## src/rtl/core/bdq_pkg.sv

```systemverilog
`default_nettype none

package bdq_pkg;

    localparam int unsigned CMD_W     = 2;
    localparam int unsigned VAL_W     = 32;
    localparam int unsigned CNT_OUT_W = 5;
    localparam int unsigned S_DATA_W  = 32;
    localparam int unsigned M_DATA_W  = 40;

    typedef enum logic [CMD_W-1:0] {
        CMD_PUSH_HEAD = 2'd0,
        CMD_PUSH_TAIL = 2'd1,
        CMD_POP_HEAD  = 2'd2,
        CMD_REVERSE   = 2'd3
    } cmd_t;

    typedef enum logic {
        ST_IDLE   = 1'b0,
        ST_RESULT = 1'b1
    } state_t;

    // controller -> datapath
    typedef struct packed {
        logic accept;
        logic load_out;
    } ctl_t;

    // datapath -> controller
    typedef struct packed {
        logic out_free;
    } stat_t;

endpackage

`default_nettype wire

```

## src/rtl/core/bounded_deque_with_reverse_top.sv

```systemverilog
// channel  | dir | handshake          | payload
// ---------+-----+--------------------+------------------------------------------
// s        | in  | s_tvalid/s_tready  | s_tuser: command; s_tdata: value
// m        | out | m_tvalid/m_tready  | m_tuser: ok; m_tdata: removed_value, count
//
// At most one command is in flight: the accept beat updates the pointers and issues
// the element RAM access; the result register then loads from the RAM's registered
// read port once the m side has room. Reverse only flips a direction flag.
// Reset (rst_n low, async) empties the queue and clears the direction flag.
// s_tready is low from each accept until the result register loads; a stalled
// m side holds one result while one more command waits in the datapath.
`default_nettype none

module bounded_deque_with_reverse_top
    import bdq_pkg::*;
#(
    parameter int unsigned DEPTH = 16
) (
    input  wire logic                clk,
    input  wire logic                rst_n,
    input  wire logic                s_tvalid,
    output logic                     s_tready,
    input  wire logic [S_DATA_W-1:0] s_tdata,   // [31:0] value
    input  wire logic [CMD_W-1:0]    s_tuser,   // [1:0] command
    output logic                     m_tvalid,
    input  wire logic                m_tready,
    output logic [M_DATA_W-1:0]      m_tdata,   // [31:0] removed_value, [36:32] count
    output logic                     m_tuser    // [0] ok
);

    ctl_t  ctl;
    stat_t stat;
    logic [VAL_W-1:0]     removed;
    logic [CNT_OUT_W-1:0] count;

    bdq_ctrl u_ctrl (
        .clk      (clk),
        .rst_n    (rst_n),
        .in_valid (s_tvalid),
        .in_ready (s_tready),
        .stat     (stat),
        .ctl      (ctl)
    );

    bdq_datapath #(
        .DEPTH (DEPTH)
    ) u_dp (
        .clk         (clk),
        .rst_n       (rst_n),
        .ctl         (ctl),
        .stat        (stat),
        .in_cmd      (s_tuser),
        .in_value    (s_tdata),
        .out_valid   (m_tvalid),
        .out_ready   (m_tready),
        .out_ok      (m_tuser),
        .out_removed (removed),
        .out_count   (count)
    );

    assign m_tdata = {(M_DATA_W - VAL_W - CNT_OUT_W)'(0), count, removed};

endmodule

`default_nettype wire

```

## src/rtl/core/bdq_ram.sv

```systemverilog
`default_nettype none

module bdq_ram #(
    parameter int unsigned WIDTH = 32,
    parameter int unsigned DEPTH = 16
) (
    input  wire logic                     clk,
    input  wire logic                     we,
    input  wire logic [$clog2(DEPTH)-1:0] waddr,
    input  wire logic [WIDTH-1:0]         wdata,
    input  wire logic                     re,
    input  wire logic [$clog2(DEPTH)-1:0] raddr,
    output logic      [WIDTH-1:0]         rdata
);

    logic [WIDTH-1:0] mem [DEPTH];

    always_ff @(posedge clk)
    begin
        if (we)
        begin
            mem[waddr] <= wdata;
        end
        if (re)
        begin
            rdata <= mem[raddr];
        end
    end

endmodule

`default_nettype wire

```

## src/rtl/core/bdq_ctrl.sv

```systemverilog
`default_nettype none

module bdq_ctrl
    import bdq_pkg::*;
(
    input  wire logic  clk,
    input  wire logic  rst_n,
    input  wire logic  in_valid,
    output logic       in_ready,
    input  wire stat_t stat,
    output ctl_t       ctl
);

    state_t state_reg;
    state_t state_next;

    always_ff @(posedge clk or negedge rst_n)
    begin
        if (!rst_n)
        begin
            state_reg <= ST_IDLE;
        end
        else
        begin
            state_reg <= state_next;
        end
    end

    always_comb
    begin
        state_next = state_reg;
        case (state_reg)
            ST_IDLE:
            begin
                if (in_valid)
                begin
                    state_next = ST_RESULT;
                end
            end
            ST_RESULT:
            begin
                if (stat.out_free)
                begin
                    state_next = ST_IDLE;
                end
            end
            default: state_next = ST_IDLE;
        endcase
    end

    always_comb
    begin
        in_ready     = 1'b0;
        ctl.accept   = 1'b0;
        ctl.load_out = 1'b0;
        case (state_reg)
            ST_IDLE:
            begin
                in_ready   = 1'b1;
                ctl.accept = in_valid;
            end
            ST_RESULT:
            begin
                ctl.load_out = stat.out_free;
            end
            default:
            begin
                in_ready = 1'b0;
            end
        endcase
    end

endmodule

`default_nettype wire

```

## src/rtl/core/bdq_datapath.sv

```systemverilog
`default_nettype none

module bdq_datapath
    import bdq_pkg::*;
#(
    parameter int unsigned DEPTH = 16
) (
    input  wire logic                 clk,
    input  wire logic                 rst_n,
    input  wire ctl_t                 ctl,
    output stat_t                     stat,
    input  wire logic [CMD_W-1:0]     in_cmd,
    input  wire logic [VAL_W-1:0]     in_value,
    output logic                      out_valid,
    input  wire logic                 out_ready,
    output logic                      out_ok,
    output logic [VAL_W-1:0]          out_removed,
    output logic [CNT_OUT_W-1:0]      out_count
);

    localparam int unsigned AW = $clog2(DEPTH);
    localparam int unsigned CW = $clog2(DEPTH + 1);
    localparam int unsigned SW = AW + 1;
    localparam logic [AW-1:0] LAST_IDX = AW'(DEPTH - 1);
    localparam logic [SW-1:0] DEPTH_S  = SW'(DEPTH);
    localparam logic [CW-1:0] DEPTH_C  = CW'(DEPTH);

    logic [AW-1:0] front_reg, front_next;
    logic [CW-1:0] count_reg, count_next;
    logic          rev_reg, rev_next;
    logic          ok_reg, ok_next;
    logic          pop_reg, pop_next;
    logic          out_valid_reg;
    logic          out_ok_reg;
    logic [VAL_W-1:0]     out_removed_reg;
    logic [CNT_OUT_W-1:0] out_count_reg;

    cmd_t          cmd;
    logic          full;
    logic          empty;
    logic          is_push;
    logic          at_front;
    logic [AW-1:0] front_dec;
    logic [AW-1:0] front_inc;
    logic [SW-1:0] tail_sum;
    logic [SW-1:0] last_sum;
    logic [AW-1:0] tail_slot;
    logic [AW-1:0] last_slot;

    logic          ram_we;
    logic [AW-1:0] ram_waddr;
    logic          ram_re;
    logic [AW-1:0] ram_raddr;
    logic [VAL_W-1:0] ram_rdata;

    assign cmd      = cmd_t'(in_cmd);
    assign full     = (count_reg == DEPTH_C);
    assign empty    = (count_reg == '0);
    assign is_push  = cmd inside {CMD_PUSH_HEAD, CMD_PUSH_TAIL};
    // head push with normal order, or tail push when reversed, goes before the span
    assign at_front = ((cmd == CMD_PUSH_HEAD) == !rev_reg);

    assign front_dec = (front_reg == '0) ? LAST_IDX : front_reg - AW'(1);
    assign front_inc = (front_reg == LAST_IDX) ? '0 : front_reg + AW'(1);

    // both sums stay below twice the depth, so one compare and subtract wraps them
    assign tail_sum  = {1'b0, front_reg} + SW'(count_reg);
    assign last_sum  = tail_sum - SW'(1);
    assign tail_slot = (tail_sum >= DEPTH_S) ? AW'(tail_sum - DEPTH_S) : AW'(tail_sum);
    assign last_slot = (last_sum >= DEPTH_S) ? AW'(last_sum - DEPTH_S) : AW'(last_sum);

    always_comb
    begin
        front_next = front_reg;
        count_next = count_reg;
        rev_next   = rev_reg;
        ok_next    = ok_reg;
        pop_next   = pop_reg;
        ram_we     = 1'b0;
        ram_waddr  = at_front ? front_dec : tail_slot;
        ram_re     = 1'b0;
        ram_raddr  = rev_reg ? last_slot : front_reg;
        if (ctl.accept)
        begin
            ok_next  = 1'b1;
            pop_next = 1'b0;
            case (cmd)
                CMD_PUSH_HEAD, CMD_PUSH_TAIL:
                begin
                    if (full)
                    begin
                        ok_next = 1'b0;
                    end
                    else
                    begin
                        ram_we     = is_push;
                        count_next = count_reg + CW'(1);
                        if (at_front)
                        begin
                            front_next = front_dec;
                        end
                    end
                end
                CMD_POP_HEAD:
                begin
                    if (empty)
                    begin
                        ok_next = 1'b0;
                    end
                    else
                    begin
                        ram_re     = 1'b1;
                        pop_next   = 1'b1;
                        count_next = count_reg - CW'(1);
                        if (!rev_reg)
                        begin
                            front_next = front_inc;
                        end
                    end
                end
                CMD_REVERSE:
                begin
                    rev_next = !rev_reg;
                end
                default:
                begin
                    ok_next = 1'b0;
                end
            endcase
        end
    end

    always_ff @(posedge clk or negedge rst_n)
    begin
        if (!rst_n)
        begin
            front_reg     <= '0;
            count_reg     <= '0;
            rev_reg       <= 1'b0;
            out_valid_reg <= 1'b0;
        end
        else
        begin
            front_reg <= front_next;
            count_reg <= count_next;
            rev_reg   <= rev_next;
            if (ctl.load_out)
            begin
                out_valid_reg <= 1'b1;
            end
            else if (out_ready)
            begin
                out_valid_reg <= 1'b0;
            end
        end
    end

    always_ff @(posedge clk)
    begin
        ok_reg  <= ok_next;
        pop_reg <= pop_next;
        if (ctl.load_out)
        begin
            out_ok_reg      <= ok_reg;
            out_removed_reg <= pop_reg ? ram_rdata : '0;
            out_count_reg   <= CNT_OUT_W'(count_reg);
        end
    end

    bdq_ram #(
        .WIDTH (VAL_W),
        .DEPTH (DEPTH)
    ) u_store (
        .clk   (clk),
        .we    (ram_we),
        .waddr (ram_waddr),
        .wdata (in_value),
        .re    (ram_re),
        .raddr (ram_raddr),
        .rdata (ram_rdata)
    );

    assign stat.out_free = !out_valid_reg || out_ready;
    assign out_valid     = out_valid_reg;
    assign out_ok        = out_ok_reg;
    assign out_removed   = out_removed_reg;
    assign out_count     = out_count_reg;

endmodule

`default_nettype wire

```

## config.mk

```make
export PLATFORM = sky130hd
export DESIGN_NAME = bounded_deque_with_reverse_top
export DESIGN_NICKNAME = d
export VERILOG_FILES = /design/src/rtl/core/bdq_pkg.sv /design/src/rtl/core/bounded_deque_with_reverse_top.sv /design/src/rtl/core/bdq_ram.sv /design/src/rtl/core/bdq_ctrl.sv /design/src/rtl/core/bdq_datapath.sv
export SDC_FILE = /design/constraint.sdc
export NUM_CORES = 1
export LEC_CHECK = 0
export BUFFER_PORTS_ARGS = -buffer_cell sky130_fd_sc_hd__buf_2
export CORE_ASPECT_RATIO = 0.5
export CORE_MARGIN = 10
export CORE_UTILIZATION = 55
export DETAILED_ROUTE_END_ITERATION = 10
export PLACE_DENSITY_LB_ADDON = 0.3
export SETUP_SLACK_MARGIN = 0.4
export SYNTH_ARGS = -nofsm -noshare
export SYNTH_HDL_FRONTEND = slang
export SYNTH_SLANG_ARGS = --single-unit
```

## constraint.sdc

```tcl
create_clock -name clk -period 3.7 [get_ports clk]
set_clock_uncertainty 0.15 [all_clocks]
set_input_delay 0.37 -clock clk [delete_from_list [all_inputs] [get_ports clk]]
set_output_delay 0.37 -clock clk [all_outputs]
set_load 0.02 [all_outputs]
```

; Yosys cells after proc, flatten, opt, wreduce, memory -nomap -nowiden
; Memories as Yosys holds them, arrays and structs flattened. A register that Yosys moved wholly into a read port is not among the register bits.
; Index checks and enable logic that the tools add are counted.
[word_totals]
latch_bits = 0
reg_bits = 52
ramBits = 512
mem_bits_ro = 0
elab_cells = 77
n_memories = 1
inputBits = 38
[classes]
eq_ne = 10
div_mod_pow = 0
n_mul = 0
magnitude_cmp = 2
n_bitwise = 1
n_mux = 32
n_shift = 0
n_addsub = 8
reduce_logical = 13
[mem_list]
columns = name, words, width, read_ports, rd_ports_with_merged_regs, wr, line
row1 = u_dp.u_store.mem, 16, 32, 1, 1, 1, bdq_ram.sv:16  ; logic [WIDTH-1:0] mem [DEPTH];
[ops]
columns = cell, count
row1 = 4-bit 2-to-1 mux, 10
row2 = 1-bit 2-to-1 mux, 16
row3 = 4-bit by 1-bit subtractor with 4-bit output (second input constant), 3
row4 = 5-bit >= comparator (second input constant), 2
row5 = 5-bit 2-to-1 mux, 2
row6 = 5-bit case mux with 2 select lines, 1
row7 = 5-bit by 1-bit subtractor with 5-bit output (second input constant), 2
row8 = 4-bit case mux with 2 select lines, 1
row9 = 2-bit != test (second input constant), 3
row10 = 6-bit AND reduction, 1
row11 = 2-bit nonzero test, 3
row12 = 4-bit by 5-bit adder with 5-bit output, 1
row13 = 5-bit by 1-bit adder with 5-bit output (second input constant), 1
row14 = 5-bit == test (second input constant), 1
row15 = 5-bit logical NOT, 1
row16 = 4-bit by 1-bit adder with 4-bit output (second input constant), 1
row17 = 2-bit == test (second input constant), 2
row18 = 4-bit == test (second input constant), 1
row19 = 4-bit logical NOT, 1
row20 = 1-bit case mux with 2 select lines, 2
row21 = 4-bit AND reduction, 1
row22 = 2-bit by 1-bit == test with 1-bit output (second input constant), 1
row23 = 1-bit logical NOT, 2
row24 = 2-bit logical NOT, 1
row25 = other kinds (6), 6

; Depth between registers and ports, before layout
[depth]
word_depth = 7
depth_mapped = 12
ltp_nobuf = 9

; Hierarchy
; From an unflattened synthesis, not the netlist that was laid out.
[unflattened]
hier_cells = 1042
area_unflattened_um2 = 22731.8
[by_module_without_submodules]
columns = module, instances, area_per_inst_um2, seq_area_each_um2, cells_per_inst
row1 = bdq_ram, 1, 20155.6, 16335.7, 838
row2 = bdq_datapath, 1, 2496.1, 1476.4, 194
row3 = bdq_ctrl, 1, 53.8, 25.0, 6
row4 = bounded_deque_with_reverse_top, 1, 26.3, 0.0, 4

; Worst setup path before layout
; OpenSTA, ideal clock, no wires.
[synth_timing]
path_kind = flip-flop to flip-flop
startpoint = reg u_dp.count_reg[0]
endpoint = mem u_dp.u_store.mem[0][0] (enable)
setup_slack_ns = 0.013
arrival_ns = 3.113
setup_ns = 0.425
synth_period_minus_slack_ns = 3.687
path_stages_with_launch = 7
path_cell_list = dfrtp_1 -> ha_1 -> fa_1 -> xnor2_1 -> nand2_1 -> o32ai_1 -> nor2b_1
[synth_via]
elab_chain_len = 6
word_cells_on_any_way = 11
cone_classes = add/sub (2) / order compare (1) / eq/ne (1) / mux (7)
[synth_rtl]
columns = element, line
row1 = from (decl), bdq_datapath.sv:29  ; logic [CW-1:0] count_reg, count_next;
row2 = from (signal assigned), bdq_datapath.sv:145  ; count_reg <= count_next;
row3 = branches (longest 6 deep; another with 4-bit by 5-bit adder with 5-bit output), --
row4 = to (decl), bdq_ram.sv:16
; Parallel ways; which one is timed is not known.

; Worst setup path after layout
[layout_timing]
startpoint = reg u_dp.front_reg[1]
endpoint = mem u_dp.u_store.mem[10][0] (enable)
[layout_via]
elab_chain_len = 4
word_cells_on_any_way = 8
cone_classes = add/sub (3) / order compare (1) / mux (3) / reduce/logical (1)
[layout_rtl]
columns = element, line
row1 = from (decl), bdq_datapath.sv:28  ; logic [AW-1:0] front_reg, front_next;
row2 = from (signal assigned), bdq_datapath.sv:144  ; front_reg <= front_next;
row3 = 4-bit by 5-bit adder with 5-bit output, bdq_datapath.sv:67  ; assign tail_sum = {1'b0, front_reg} + SW'(count_reg);
row4 = 4-bit by 1-bit subtractor with 4-bit output / 5-bit >= comparator (equally long branches), bdq_datapath.sv:69  ; assign tail_slot = (tail_sum >= DEPTH_S) ? AW'(tail_sum - DEPTH_S) : AW'(tail_sum);
row5 = 4-bit 2-to-1 mux, bdq_datapath.sv:69
row6 = 4-bit 2-to-1 mux *, bdq_datapath.sv:80  ; ram_waddr = at_front ? front_dec : tail_slot;
; Mark *: on every way between the ends. The rest lies on a longest branch, timed or not.

==> impl_metrics.ini <==
[floorplan]
rows = 53
initial_core_util_pct = 56.2
io_pins = 81
die_w_um = 314
dieHeight_um = 167
coreArea_um2 = 42300
die_area_um2 = 52400

[synthesis]
yosysTopAreaCellShare_pct = 73.8
synth_enable_flop_cells = 584
synth_fa_ha_area_share_pct = 0.642
syn-instance-count = 1384
synth_compound_area_share_pct = 4.56
ys_types = 40
synth_area_leader_cell = edfxtp_1
async_reset_ff_share_pct = 2.01
yosysWarnings = 0
synth-xor-area-share_pct = 0.837
yosys-top-cells-area = edfxtp_1 74%, mux2i_1 8.2%, mux4_2 3.0%
syn_avg_cell_area_um2 = 17.2
synth_mux_area_share_pct = 11.4
synthesis.area_um2 = 23800
synthSimpleGateAreaFrac_pct = 5.62
synth_top_flop_cell = edfxtp_1
synth_top_family_by_area = multiplexers
ys_top_cells_by_count = 584 x edfxtp_1, 195 x mux2i_1, 140 x nand2_1
seq_area_frac_synth_pct = 75.0
synth_most_common_cell = edfxtp_1
ys_seq_elements = 596

[placed_design]
gp_congestion = 0.801
dp_hpwl_um = 27300
port_buffers = 77
post_dp_cell_area_um2 = 25300
dpl_worst_slack_ps = 298

[setup_path]
r2r_setup_slack_ps = 500
criticalPathCategory = reg2reg
r2r-end = u_dp.u_store.mem[10][0]
crit_chain = inv_1 -> ha_1 -> a21oi_1 -> o31ai_2 -> a32oi_1 -> nor2_4 -> buf_4
slowest_delay_ps = 440
cp_max_fo = 18
crit_path_top_delay_cell = dfrtp_1
end_kind = register
cp.arrival_ps = 3270
path_buf_inv = 2
rr_worst_depth = 7
r2r_start = u_dp.front_reg[1]
start_kind = register
crit_family = compound AO/OA/AOI/OAI gates
crit_required_ps = 3770

[grt]
grt_usage_pct = 19.6
antenna_found_initial = 0
grt_pass1_wl_um = 78500
grt_pass1_vias = 12700
grt_max_degree = 73
grt-ovfl-total = 0

[sta]
timing.hold.ws_ps = 22.6
fin_crit_sh_pct = 86.4
finalSetupTns_ps = 0
timing.slew.headroom_pct = 31.5
fin_ws_ps = 503
max_freq_mhz = 313
slew_viol_final = 0
rsz0062_at_grt = yes
worst_pin_slew_ps = 1030
fin_crit_ps = 3200
hold_violations = 0
setup_violations = 0

[layout]
area_growth_pct = 15.1
final_nets = 1568
fin_area_um2 = 27400
n_fill_cell = 2840
diodes = 0
largest_reg_flops = 512
drive_gt1_share_pct = 18.5

[pwr]
ir_drop_mv = 0.827
leakage_nw = 9.55
powerDensity_nw_per_um2 = 1010

[clock_tree]
cts_tree = yes
htreeDepth = 2
cts_max_path_buffers = 3
cts_root_buf = clkbuf_16
cts.sinks = 596
cts_buffers = 51
clk_latency_ps = 590
path_clk_slew_ps = 70

[routing]
drcViolationCount = 0
wl_per_cell_um = 24.6
via_per_inst = 5.94
vias = 12700
drt_iter0_drc = 1503
firstDrtPassIters = 5
antenna_left = 0
totalWireLength_um = 52600

[worst_hold_path]
hold_start = s_tdata[5]
hp-class = in2reg
hold_depth = 1
hold_path_end = u_dp.u_store.mem[2][5]

[job]
max-cap-violations = 0

[status]
outcome = finished, final reports clean
## cells in the final DEF (no fill, tap or decap), types with 3 or more instances in the layout
cell type / netlist / layout
edfxtp_1: 584 / 584
mux2i_1: 195 / 194
nand2_1: 140 / 140
and2_1: 99 / 97
buf_2: 12 / 77
a31oi_1: 65 / 65
a211oi_1: 64 / 59
clkbuf_16: 0 / 53
mux4_2: 32 / 32
buf_4: 14 / 29
dlygate4sd3_1: 0 / 26
buf_12: 0 / 23
nor2_1: 20 / 12
xnor2_1: 12 / 11
clkinv_2: 0 / 11
a21oi_1: 10 / 9
clkbuf_1: 46 / 9
dfrtp_1: 12 / 9
nor2_4: 0 / 8
nor2b_4: 0 / 8
inv_1: 7 / 7
ha_1: 9 / 7
clkinv_1: 0 / 7
o21ai_0: 6 / 6
clkinvlp_4: 0 / 6
xor2_1: 5 / 5
a211oi_2: 0 / 5
a21o_1: 5 / 4
bufinv_16: 0 / 4
mux2_2: 4 / 3
conb_1: 1 / 3
inv_6: 0 / 3
mux2_4: 0 / 3
dfrtp_2: 0 / 3
## through the flow
step                power (mW)  cells  utilization, %
floorplan                 18.3   1386               -
global placement          21.2   2007            59.8
detailed placement        21.6   2007            59.8
CTS                       27.3   2131            64.4
global route              29.1   2136            64.7
finish                    27.6   2136            64.7
## per-layer routing
metal	track usage [%]	share of wire, %	vias to the layer above
li1	-	-	5622
met1	28.0	43	6454
met2	30.4	46	524
met3	4.07	8.9	80
met4	5.49	2.1	0
met5	0	0	-
## power breakdown
| part | switching (mW) | internal, mW |
|---|---|---|
| logic | 7.56 | 6.08 |
| registers | 0.251 | 8.46 |
| clock network | 2.36 | 2.87 |
## worst max-delay path by stage
stage / startpoint / to / cells past startpoint
final: u_dp.front_reg[1] / u_dp.u_store.mem[10][0] / 7
after floorplan: u_dp.count_reg[0] / u_dp.u_store.mem[9][0] / 5
after CTS: u_dp.count_reg[0] / u_dp.u_store.rdata[4] / 10
after global routing: u_dp.front_reg[1] / u_dp.u_store.mem[11][1] / 9
after detailed placement: u_dp.count_reg[0] / u_dp.u_store.rdata[3] / 10
after global placement: u_dp.count_reg[0] / u_dp.u_store.rdata[28] / 8
## area by class of cell
type                       instances  area (um2)  share of cell area, %
inverter                           7        26.3                 0.0960
tap                              577         722                   2.64
sequential                       596       17800                   65.2
multi-input combinational        705        5780                   21.1
clock inverter                    32         289                   1.06
timing repair buffer             158        1370                   5.01
clock buffer                      61        1340                   4.88
## timing repair
action	in CTS	in global routing
pin swaps	0	1
gates resized for setup	3	16
gates cloned	3	1
hold endpoints to repair	356	0
buffers inserted	2	4
hold buffers	26	0
endpoints found under the setup margin	25	439
## cell families after synthesis
group / Yosys count
other cells: 1
simple gates: 278
mux: 231
buf+inv: 88
fa+ha+maj: 11
compound gates: 160
flops: 596
xor+xnor: 19
Power figures use the tool's default switching activity.
